### src/design/rwhp_pkg.sv
package rwhp_pkg;

    // chunk tags as they read little endian from the shift register
    localparam logic [31:0] TAG_RIFF = 32'h4646_4952;
    localparam logic [31:0] TAG_WAVE = 32'h4556_4157;
    localparam logic [31:0] TAG_FMT  = 32'h2074_6D66;
    localparam logic [31:0] TAG_DATA = 32'h6174_6164;

    // format codes
    localparam logic [15:0] FMT_PCM = 16'h0001;
    localparam logic [15:0] FMT_EXT = 16'hFFFE;

    // fmt body sizes and header length
    localparam logic [31:0] FMT_BASE_LEN = 32'd16;
    localparam logic [31:0] FMT_EXT_LEN  = 32'd40;
    localparam logic [32:0] HEAD_LEN     = 33'd12;

    typedef enum logic [3:0] {
        ST_OK          = 4'd0,
        ST_SHORT       = 4'd1,
        ST_RIFF_TAG    = 4'd2,
        ST_WAVE_TAG    = 4'd3,
        ST_FMT_SHORT   = 4'd4,
        ST_FORMAT      = 4'd5,
        ST_EXT_SHORT   = 4'd6,
        ST_EXT_SUBFMT  = 4'd7,
        ST_NO_FMT      = 4'd8,
        ST_CHANNELS    = 4'd9,
        ST_BITS        = 4'd10,
        ST_RATE_ZERO   = 4'd11,
        ST_NO_DATA     = 4'd12
    } status_t;

    typedef struct packed {
        status_t     status;
        logic [1:0]  channel_count;
        logic        sample_format;
        logic [31:0] sample_rate;
        logic [32:0] data_offset;
        logic [31:0] data_length;
    } result_t;

endpackage

### src/design/rwhp_walker.sv
module rwhp_walker (
    input  logic            clk,
    input  logic            rst_n,
    input  logic            step,
    input  logic [7:0]      in_byte,
    input  logic            is_last,
    output rwhp_pkg::result_t result
);

    typedef enum logic [1:0] {
        PH_OUTER,
        PH_HEADER,
        PH_BODY,
        PH_PAD
    } phase_t;

    logic [32:0]       pos_reg,      pos_next;
    logic [32:0]       limit_reg,    limit_next;
    phase_t            phase_reg,    phase_next;
    logic [31:0]       shift_reg,    shift_next;
    logic [31:0]       tag_reg,      tag_next;
    logic [31:0]       length_reg,   length_next;
    logic [31:0]       count_reg,    count_next;
    logic [15:0]       fmt_reg,      fmt_next;
    logic [15:0]       sub_reg,      sub_next;
    logic [15:0]       chan_reg,     chan_next;
    logic [15:0]       bits_reg,     bits_next;
    logic [31:0]       rate_reg,     rate_next;
    logic              found_reg,    found_next;
    logic [32:0]       start_reg,    start_next;
    logic [31:0]       span_reg,     span_next;
    rwhp_pkg::status_t err_reg,      err_next;

    logic [31:0]       shifted;
    logic [31:0]       count_inc;
    rwhp_pkg::status_t err_final;
    rwhp_pkg::status_t st;
    logic              frame2;
    logic              frame4;

    assign shifted   = {in_byte, shift_reg[31:8]};
    assign count_inc = count_reg + 32'd1;

    // per-word state update
    always_comb
    begin
        pos_next    = pos_reg;
        limit_next  = limit_reg;
        phase_next  = phase_reg;
        shift_next  = shift_reg;
        tag_next    = tag_reg;
        length_next = length_reg;
        count_next  = count_reg;
        fmt_next    = fmt_reg;
        sub_next    = sub_reg;
        chan_next   = chan_reg;
        bits_next   = bits_reg;
        rate_next   = rate_reg;
        found_next  = found_reg;
        start_next  = start_reg;
        span_next   = span_reg;
        err_next    = err_reg;

        if (err_reg == rwhp_pkg::ST_OK)
        begin
            if (phase_reg == PH_OUTER)
            begin
                if (pos_reg < rwhp_pkg::HEAD_LEN)
                begin
                    shift_next = shifted;
                    if (pos_reg == 33'd3 && shifted != rwhp_pkg::TAG_RIFF)
                        err_next = rwhp_pkg::ST_RIFF_TAG;
                    if (pos_reg == 33'd7)
                        limit_next = {1'b0, shifted} + 33'd8;
                    if (pos_reg == 33'd11)
                    begin
                        if (shifted != rwhp_pkg::TAG_WAVE)
                            err_next = rwhp_pkg::ST_WAVE_TAG;
                        phase_next = PH_HEADER;
                        count_next = '0;
                    end
                end
            end
            else if (pos_reg >= rwhp_pkg::HEAD_LEN && pos_reg < limit_reg)
            begin
                case (phase_reg)
                    // chunk tag and length
                    PH_HEADER:
                    begin
                        shift_next = shifted;
                        count_next = count_inc;
                        if (count_inc == 32'd4)
                            tag_next = shifted;
                        if (count_inc == 32'd8)
                        begin
                            length_next = shifted;
                            count_next  = '0;
                            phase_next  = PH_BODY;
                            if (tag_reg == rwhp_pkg::TAG_FMT && shifted < rwhp_pkg::FMT_BASE_LEN)
                            begin
                                err_next = rwhp_pkg::ST_FMT_SHORT;
                            end
                            else
                            begin
                                if (tag_reg == rwhp_pkg::TAG_DATA)
                                begin
                                    start_next = pos_reg + 33'd1;
                                    span_next  = '0;
                                end
                                if (shifted == 32'd0)
                                    phase_next = PH_HEADER;
                            end
                        end
                    end
                    // chunk body: fmt field capture or data span count
                    PH_BODY:
                    begin
                        count_next = count_inc;
                        if (tag_reg == rwhp_pkg::TAG_FMT)
                        begin
                            case (count_reg)
                                32'd0:  fmt_next  = {8'd0, in_byte};
                                32'd1:  fmt_next  = {in_byte, fmt_reg[7:0]};
                                32'd2:  chan_next = {8'd0, in_byte};
                                32'd3:  chan_next = {in_byte, chan_reg[7:0]};
                                32'd4:  rate_next = {24'd0, in_byte};
                                32'd5:  rate_next = {16'd0, in_byte, rate_reg[7:0]};
                                32'd6:  rate_next = {8'd0, in_byte, rate_reg[15:0]};
                                32'd7:  rate_next = {in_byte, rate_reg[23:0]};
                                32'd14: bits_next = {8'd0, in_byte};
                                32'd15: bits_next = {in_byte, bits_reg[7:0]};
                                32'd24: sub_next  = {8'd0, in_byte};
                                32'd25: sub_next  = {in_byte, sub_reg[7:0]};
                                default: ;
                            endcase
                            if (count_inc == rwhp_pkg::FMT_BASE_LEN)
                            begin
                                if (fmt_reg == rwhp_pkg::FMT_PCM)
                                    found_next = 1'b1;
                                else if (fmt_reg != rwhp_pkg::FMT_EXT)
                                    err_next = rwhp_pkg::ST_FORMAT;
                                else if (length_reg < rwhp_pkg::FMT_EXT_LEN)
                                    err_next = rwhp_pkg::ST_EXT_SHORT;
                            end
                            if (count_inc == rwhp_pkg::FMT_EXT_LEN
                                && fmt_reg == rwhp_pkg::FMT_EXT)
                            begin
                                if (sub_reg != rwhp_pkg::FMT_PCM)
                                    err_next = rwhp_pkg::ST_EXT_SUBFMT;
                                else
                                    found_next = 1'b1;
                            end
                        end
                        else if (tag_reg == rwhp_pkg::TAG_DATA)
                        begin
                            span_next = count_inc;
                        end
                        if (count_inc == length_reg)
                        begin
                            phase_next = length_reg[0] ? PH_PAD : PH_HEADER;
                            count_next = '0;
                        end
                    end
                    // pad word after an odd body
                    PH_PAD:
                    begin
                        phase_next = PH_HEADER;
                        count_next = '0;
                    end
                    default: ;
                endcase
            end
        end

        if (pos_reg != {33{1'b1}})
            pos_next = pos_reg + 33'd1;
    end

    // result from the state after this word
    always_comb
    begin
        err_final = err_next;
        if (err_next == rwhp_pkg::ST_OK && phase_next == PH_BODY
            && tag_next == rwhp_pkg::TAG_FMT)
        begin
            if (count_next < rwhp_pkg::FMT_BASE_LEN)
                err_final = rwhp_pkg::ST_FMT_SHORT;
            else if (fmt_next == rwhp_pkg::FMT_EXT && count_next < rwhp_pkg::FMT_EXT_LEN)
                err_final = rwhp_pkg::ST_EXT_SHORT;
        end

        if (pos_next < rwhp_pkg::HEAD_LEN)
            st = rwhp_pkg::ST_SHORT;
        else if (err_final != rwhp_pkg::ST_OK)
            st = err_final;
        else if (!found_next)
            st = rwhp_pkg::ST_NO_FMT;
        else if (chan_next != 16'd1 && chan_next != 16'd2)
            st = rwhp_pkg::ST_CHANNELS;
        else if (bits_next != 16'd8 && bits_next != 16'd16)
            st = rwhp_pkg::ST_BITS;
        else if (rate_next == 32'd0)
            st = rwhp_pkg::ST_RATE_ZERO;
        else if (span_next == 32'd0)
            st = rwhp_pkg::ST_NO_DATA;
        else
            st = rwhp_pkg::ST_OK;

        // frame of 2 or 4 bytes clears the low span bits
        frame4 = (bits_next == 16'd16) && (chan_next == 16'd2);
        frame2 = (bits_next == 16'd16) ^ (chan_next == 16'd2);

        result = '0;
        result.status = st;
        if (st == rwhp_pkg::ST_OK)
        begin
            result.channel_count = chan_next[1:0];
            result.sample_format = (bits_next == 16'd16);
            result.sample_rate   = rate_next;
            result.data_offset   = start_next;
            result.data_length   = {span_next[31:2], span_next[1] & ~frame4,
                                    span_next[0] & ~(frame2 | frame4)};
        end
    end

    // parser state, back to reset after the last word of a file
    always_ff @(posedge clk or negedge rst_n)
    begin
        if (!rst_n)
        begin
            pos_reg    <= '0;
            limit_reg  <= '1;
            phase_reg  <= PH_OUTER;
            shift_reg  <= '0;
            tag_reg    <= '0;
            length_reg <= '0;
            count_reg  <= '0;
            fmt_reg    <= '0;
            sub_reg    <= '0;
            chan_reg   <= '0;
            bits_reg   <= '0;
            rate_reg   <= '0;
            found_reg  <= 1'b0;
            start_reg  <= '0;
            span_reg   <= '0;
            err_reg    <= rwhp_pkg::ST_OK;
        end
        else if (step)
        begin
            if (is_last)
            begin
                pos_reg    <= '0;
                limit_reg  <= '1;
                phase_reg  <= PH_OUTER;
                shift_reg  <= '0;
                tag_reg    <= '0;
                length_reg <= '0;
                count_reg  <= '0;
                fmt_reg    <= '0;
                sub_reg    <= '0;
                chan_reg   <= '0;
                bits_reg   <= '0;
                rate_reg   <= '0;
                found_reg  <= 1'b0;
                start_reg  <= '0;
                span_reg   <= '0;
                err_reg    <= rwhp_pkg::ST_OK;
            end
            else
            begin
                pos_reg    <= pos_next;
                limit_reg  <= limit_next;
                phase_reg  <= phase_next;
                shift_reg  <= shift_next;
                tag_reg    <= tag_next;
                length_reg <= length_next;
                count_reg  <= count_next;
                fmt_reg    <= fmt_next;
                sub_reg    <= sub_next;
                chan_reg   <= chan_next;
                bits_reg   <= bits_next;
                rate_reg   <= rate_next;
                found_reg  <= found_next;
                start_reg  <= start_next;
                span_reg   <= span_next;
                err_reg    <= err_next;
            end
        end
    end

endmodule

### src/design/riff_wave_header_parser.sv
// channel   direction  handshake             payload
// input     in         in_valid / in_ready   in_byte, is_last
// output    out        out_valid / out_ready status, channel_count, sample_format,
//                                            sample_rate, data_offset, data_length
//
// One file word per cycle unless a last word waits on a full result: a word is first
// registered in the input register, then the chunk walker updates its state and, on the
// last word, the result register loads; out_valid rises with that load.
// rst_n clears the walker to the start of a new file and empties both registers.
// A stalled result holds the input register only when that register holds a last
// word; other words keep flowing while the result waits.
module riff_wave_header_parser (
    input  logic        clk,
    input  logic        rst_n,
    input  logic        in_valid,
    output logic        in_ready,
    input  logic [7:0]  in_byte,
    input  logic        is_last,
    output logic        out_valid,
    input  logic        out_ready,
    output logic [3:0]  status,
    output logic [1:0]  channel_count,
    output logic        sample_format,
    output logic [31:0] sample_rate,
    output logic [32:0] data_offset,
    output logic [31:0] data_length
);

    logic                stage_valid_reg;
    logic [7:0]          byte_reg;
    logic                last_reg;
    logic                out_valid_reg;
    rwhp_pkg::result_t   result_reg;
    rwhp_pkg::result_t   result_next;
    logic                advance;
    logic                load_result;

    // the staged word moves on unless it is a last word facing a full result not being taken
    assign advance     = stage_valid_reg && (!last_reg || !out_valid_reg || out_ready);
    assign load_result = advance && last_reg;
    assign in_ready    = !stage_valid_reg || advance;

    rwhp_walker u_walker (
        .clk     (clk),
        .rst_n   (rst_n),
        .step    (advance),
        .in_byte (byte_reg),
        .is_last (last_reg),
        .result  (result_next)
    );

    // input register
    always_ff @(posedge clk or negedge rst_n)
    begin
        if (!rst_n)
        begin
            stage_valid_reg <= 1'b0;
        end
        else if (in_ready)
        begin
            stage_valid_reg <= in_valid;
        end
    end

    always_ff @(posedge clk)
    begin
        if (in_ready && in_valid)
        begin
            byte_reg <= in_byte;
            last_reg <= is_last;
        end
    end

    // result register
    always_ff @(posedge clk or negedge rst_n)
    begin
        if (!rst_n)
        begin
            out_valid_reg <= 1'b0;
        end
        else if (load_result)
        begin
            out_valid_reg <= 1'b1;
        end
        else if (out_ready)
        begin
            out_valid_reg <= 1'b0;
        end
    end

    always_ff @(posedge clk)
    begin
        if (load_result)
        begin
            result_reg <= result_next;
        end
    end

    assign out_valid     = out_valid_reg;
    assign status        = result_reg.status;
    assign channel_count = result_reg.channel_count;
    assign sample_format = result_reg.sample_format;
    assign sample_rate   = result_reg.sample_rate;
    assign data_offset   = result_reg.data_offset;
    assign data_length   = result_reg.data_length;

`ifndef NO_ASSERTIONS
    // a failed file carries no format or span
    assert property (@(posedge clk) disable iff (!rst_n)
        out_valid_reg && result_reg.status != rwhp_pkg::ST_OK
        |-> result_reg.sample_rate == 32'd0 && result_reg.data_length == 32'd0
            && result_reg.channel_count == 2'd0 && result_reg.data_offset == 33'd0)
        else $error("payload not cleared on error status");

    // a good file reports mono or stereo at a nonzero rate
    assert property (@(posedge clk) disable iff (!rst_n)
        out_valid_reg && result_reg.status == rwhp_pkg::ST_OK
        |-> (result_reg.channel_count == 2'd1 || result_reg.channel_count == 2'd2)
            && result_reg.sample_rate != 32'd0)
        else $error("bad format on good status");

    // a blocked last word keeps its place in the input register
    assert property (@(posedge clk) disable iff (!rst_n)
        stage_valid_reg && !advance
        |=> stage_valid_reg && last_reg && $stable(byte_reg))
        else $error("stalled word lost");

    // a result is only overwritten after it has been taken
    assert property (@(posedge clk) disable iff (!rst_n)
        out_valid_reg && !out_ready |=> out_valid_reg && !$past(load_result))
        else $error("result overwritten while stalled");
`endif

endmodule

### config.mk
export PLATFORM = sky130hd
export DESIGN_NAME = riff_wave_header_parser
export DESIGN_NICKNAME = d
export VERILOG_FILES = /design/src/design/rwhp_pkg.sv /design/src/design/rwhp_walker.sv /design/src/design/riff_wave_header_parser.sv
export SDC_FILE = /design/constraint.sdc
export NUM_CORES = 1
export LEC_CHECK = 0
export ABC_AREA = 1
export BUFFER_PORTS_ARGS = -buffer_cell sky130_fd_sc_hd__buf_2
export CAP_MARGIN = 25
export CORE_MARGIN = 4
export CORE_UTILIZATION = 35
export DETAILED_ROUTE_END_ITERATION = 12
export GPL_TIMING_DRIVEN = 0
export PLACE_DENSITY = 0.58
export SLEW_MARGIN = 10
export SYNTH_ARGS = -nofsm -noshare
export SYNTH_HDL_FRONTEND = slang
export SYNTH_SLANG_ARGS = --single-unit
export TNS_END_PERCENT = 5
### constraint.sdc
create_clock -name clk -period 10.6 [get_ports clk]
set_input_delay 1.59 -clock clk [delete_from_list [all_inputs] [get_ports clk]]
set_output_delay 1.59 -clock clk [all_outputs]
set_load 0.02 [all_outputs]
# Yosys cells after proc, flatten, opt, wreduce, memory -nomap -nowiden
# Cells that the tools add are included.
dict set report word_totals {
  reg_bits 477
  input_bits 13
}
dict set report op_classes {
  order_cmp 8
  n_mux 139
  reduce_logical 47
  n_eq_ne 43
  bitwise 6
  add_sub_neg 3
}
# cell count
set op_table {}
lappend op_table {{$mux W32} 41}
lappend op_table {{$mux W33} 15}
lappend op_table {{$mux W16} 24}
lappend op_table {{$eq A32 B3 Y1 const B} 5}
lappend op_table {{$logic_not A32 Y1} 4}
lappend op_table {{$pmux W16 S2} 4}
lappend op_table {{$pmux W32 S4} 1}
lappend op_table {{$mux W4} 27}
lappend op_table {{$eq A32 B4 Y1 const B} 3}
lappend op_table {{$eq A32 B5 Y1 const B} 3}
lappend op_table {{$pmux W32 S3} 1}
lappend op_table {{$lt A33 B4 Y1 const B} 2}
lappend op_table {{$eq A32 B2 Y1 const B} 2}
lappend op_table {{$eq A32 B30 Y1 const B} 2}
lappend op_table {{$lt A32 B5 Y1 const B} 2}
lappend op_table {{$lt A32 B6 Y1 const B} 2}
lappend op_table {{$ne A32 B31 Y1 const B} 2}
lappend op_table {{$pmux W32 S2} 1}
lappend op_table {{$add A32 B4 Y33 const B} 1}
lappend op_table {{$add A33 B1 Y33 const B} 1}
lappend op_table {{$eq A33 B2 Y1 const B} 1}
lappend op_table {{$eq A33 B3 Y1 const B} 1}
lappend op_table {{$eq A33 B4 Y1 const B} 1}
lappend op_table {{$ge A33 B4 Y1 const B} 1}
lappend op_table {{other kinds (40)} 99}

# Logic depth before layout (Yosys ltp)
dict set report logic_depth {
  depth_word 20
  ltp_mapped 35
  ltp_nobuf 32
}

# Modules after synthesis
# A second synthesis with hierarchy kept.
dict set report hier_totals {
  cells_unflattened 3979
  area_unflattened_um2 28798.9
}
# mod cells_per_inst area_each_um2 n_inst seq_area_each_um2
set modules_own_cells {}
lappend modules_own_cells {rwhp_walker 3852 25298.0 1 8899.8}
lappend modules_own_cells {riff_wave_header_parser 127 3500.9 1 3443.3}

# Worst setup path after synthesis
# Ideal clock, no wire load.
dict set report synth_timing {
  kind {flip-flop to flip-flop}
  from {register u_walker.pos_reg[1]}
  to {register result_reg, in the netlist sample_rate[26], data pin}
  path_slack_ps 5806
  stages_incl_launch_ff 30
  required_time_ps 10333
  setup_ps 267
  path_buffers 4
  arrival_ps 4528
  path_cell_list {dfrtp_1 -> ha_1 -> nand2_1 -> nor2_1 -> nand3_1 -> nor3_1 -> nand3_1 -> nor3_1 -> nand3_1 -> nor3_2 -> nand4_1 -> nor2_1 -> nand4_1 -> nor2_1 -> ha_1 -> clkbuf_1 -> clkbuf_1 -> o21ai_0 -> a2111oi_0 -> nand4_1 -> nor4_1 -> nand3b_1 -> nor2_1 -> nor2_1 -> nand2_2 -> nor2_2 -> nand3_2 -> buf_8 -> buf_12 -> nor2_4}
}
# element line_no
set synth_lines {}
lappend synth_lines {{start: declaration} rwhp_walker.sv:17} ;# logic [32:0] pos_reg, pos_next;
lappend synth_lines {{start signal: assignment} rwhp_walker.sv:271} ;# pos_reg <= pos_next;
lappend synth_lines {{end signal: assignment} riff_wave_header_parser.sv:95} ;# result_reg <= result_next;
lappend synth_lines {{end: declaration} riff_wave_header_parser.sv:33} ;# rwhp_pkg::result_t result_reg;

==> summary.md <==
| Metric | Value |
|---|---|
| Status | finished, final reports clean |
| Worst Setup Start Kind | flip-flop |
| CTS Sinks | 469 |
| Sequential fraction of the synthesis area | 42.7% |
| Vias in the first global route | 26.1k |
| Max-cap violations | 0 |
| Antenna violations before repair | 3 |
| CTS Buf Count | 53 |
| GRT overflow | 0 |
| Final worst-path cycle share | 66.2% |
| Overall die area | 0.0873 sq mm |
| DRT iter0 DRCs | 3114 |
| Clk slew on worst S/H paths | 0.07 ns |
| IO Count | 119 |
| DR vias | 27.8k |
| GPL Wtd Cong | 0.987 |
| Synth cell types | 62 |
| Crit path max-delay cell type | o21ai_0 |
| Fin. Hold Viols | 0 |
| Max Freq | 143 MHz |
| Post-CTS Setup Repair Bufs | 0 |
| Global Route Usage Sum | 24.8% |
| Final Setup Violations | 0 |
| Routed WL | 110 mm |
| RSZ-0062 raised after global routing | false |
| Starting Density | 35.3% |
| First-pass GRT wire length | 165 mm |
| GRT met1 Usage | 34.1% |
| WP data arrival | 7.38 ns |
| Yosys warnings | 0 |
| Clock Skew | 0.0603 ns |
| Core Rows | 105 |
| Power per cell area | 202 mW/mm^2 |
| GRT busiest layer | met2 |
| Skew-Pair Late Insertion Delay | 0.63 ns |
| Setup TNS | 0 ns |
| Min Tclk post-route | 7.01 ns |
| Placeable Area | 0.0820 sq mm |
| Post-synth top area share | 27.9% |
| Wire length per cell | 21.5 um |
| DRT antenna net count | 0 |
| Final Max Slew Viols | 0 |
| Crit. End Element | flip-flop |
| Layout cells sized above 1 | 10.8% |
| Primary FF master, synth | dfrtp_1 |
| Die height | 295 um |
| Hold_buf cts | 0 |
| Clock Tree Buf Depth | 3 |
| GRT met3 Usage | 3.72% |
| CP dominant cell by count | nor2_1 |
| Largest net degree at the start of global routing | 104 |
| WP data required | 10.97 ns |
| CTS root buffer | clkbuf_16 |
| Crit-path max FO | 10 |
| TritonRoute pass-1 iters | 6 |
| Post-synth EDFFs | 113 |
| Syn Inst Count | 3839 |
| Ys async rst share | 75.9% |
| Nets | 4077 |
| Syn Area/Cell | 7.53 sq um |
| CP peak stage delay | 0.52 ns |
| Layout area overhead | 13.7% |
| Final Power | 6.66 mW |
| DP HPWL | 85.4 mm |
| Met2 Use GR | 39.1% |
| Via/cell ratio | 5.42 |
| PostCTS Resize Cnt | 0 |
| VDD IR max | 0.000162 V |
| Area leader, netlist | dfrtp_1 |
| Slew @ Worst Pin | 1.16 ns |
| #FFs+latches synth | 469 |
| CTS tree | yes |
| H-tree Lvls | 2 |
| I/O Buffers | 118 |
| Top cells by area, synth | dfrtp_1, nand2_1, edfxtp_1 |
| Synthesized Nets | 3898 |
| Critical setup path kind | reg2reg |
| Class of the worst hold path | reg2reg |
| DRC violations left | 0 |
| Leak pwr | 14.4 nW |
| Mapped Area | 0.0289 sq mm |
| Die W | 295 um |
| Max_slew headroom | 22.9% |
[where the power goes]
part	switching, mW	internal, mW	leakage [nW]
Combinational	1.72	0.609	7.56
Sequential	0.259	2.04	5.89
Clock	0.822	1.20	0.933
[cells in the mapped netlist, types with 4 or more instances]
cell	instances
a211oi_1	6
a21oi_1	103
a22o_1	14
a22oi_1	35
a32oi_1	9
buf_12	9
buf_2	11
buf_6	7
clkbuf_1	123
clkinv_1	9
dfrtp_1	323
dfstp_2	33
edfxtp_1	113
ha_1	46
inv_1	467
inv_2	8
nand2_1	979
nand2_2	17
nand3_1	229
nand3_2	5
nand3b_1	11
nand4_1	84
nor2_1	388
nor2_2	14
nor2_4	99
nor2_8	4
nor3_1	63
nor4_1	28
o211ai_1	16
o21a_1	5
o21ai_0	366
o21ai_1	26
o22ai_1	93
o31ai_1	18
xor2_1	32
[per-layer routing]
layer	wire [um]	share of wire (%)
met1	47200	43
met2	48900	44
met3	8800	8.0
met4	5540	5.0
met5	0	0
[metrics by stage]
stage | setup slack (ns) | util [%] | cell area (sq um) | std cells | hold WS [ns]
2_1_floorplan | 5.81 | - | 28900 | 3839 | 0.443
5_1_grt | 3.09 | 40.1 | 32900 | 5131 | 0.490
3_5_place_dp | 3.78 | 37.8 | 31000 | 5032 | 0.463
4_1_cts | 3.76 | 40.1 | 32900 | 5130 | 0.478
6_report | 3.59 | 40.1 | 32900 | 5132 | 0.482
3_3_place_gp | 0.394 | 37.6 | 30900 | 5027 | 0.463
[worst max-delay path: cells and delay by family, from the launching register on]
kind | cells | cell delay (ns)
and+or+nand+nor | 20 | 3.83
buffers and inverters | 6 | 1.50
AOI/OAI and AO/OA | 1 | 0.52
DFF | 1 | 0.42
adders and majority gates | 2 | 0.41
[cell usage in the layout, fill, tap and decap left out, drive strengths merged, types with 35 or more instances in the layout]
cell type | synthesis | final
nand2 | 999 | 999
nand4 | 85 | 85
dfrtp | 323 | 323
buf | 33 | 157
nand3 | 236 | 236
clkbuf | 123 | 186
a21oi | 103 | 103
edfxtp | 113 | 113
inv | 475 | 480
o21ai | 394 | 394
nor2 | 505 | 505
ha | 46 | 46
o22ai | 93 | 93
a22oi | 35 | 35
nor3 | 67 | 67
[cell type report]
type                    count  area, sq um
fillers                  8525        49100
multi-input cells        2730        13900
flip-flops and latches    469        12300
inverters                 484         1820
clock buffers              63         1420
well taps                1070         1340
plain buffers             156          828
repair buffers            124          721
clock inverters            35          475
diodes                      1         2.50
[final timing paths]
check | to | cells past startpoint | start | slack [ns]
min | u_walker.chan_reg[4] | 1 | u_walker.chan_reg[4] | 0.48
min reg2reg | u_walker.chan_reg[4] | 1 | u_walker.chan_reg[4] | 0.48
max | data_offset[7] | 29 | u_walker.pos_reg[1] | 3.59
min in group asynchronous | u_walker.count_reg[21] | 1 | rst_n | 0.96
max in group asynchronous | u_walker.count_reg[13] | 3 | rst_n | 8.27
max reg2reg | data_offset[7] | 29 | u_walker.pos_reg[1] | 3.59
[kinds of logic (layout without fill, tap and decap cells)]
family	Yosys count	count (layout)	share of synthesized area [%]
other	0	1	0
AO/OA/AOI/OAI	709	709	13.9
AND/OR/NAND/NOR	1940	1940	31.2
flip-flops	469	469	42.7
buffers and inverters	640	862	9.14
multiplexers	2	2	0.0692
XOR/XNOR	33	33	1.05
adder cells (fa/ha/maj)	46	46	1.99
Power figures use the tool's default switching activity.
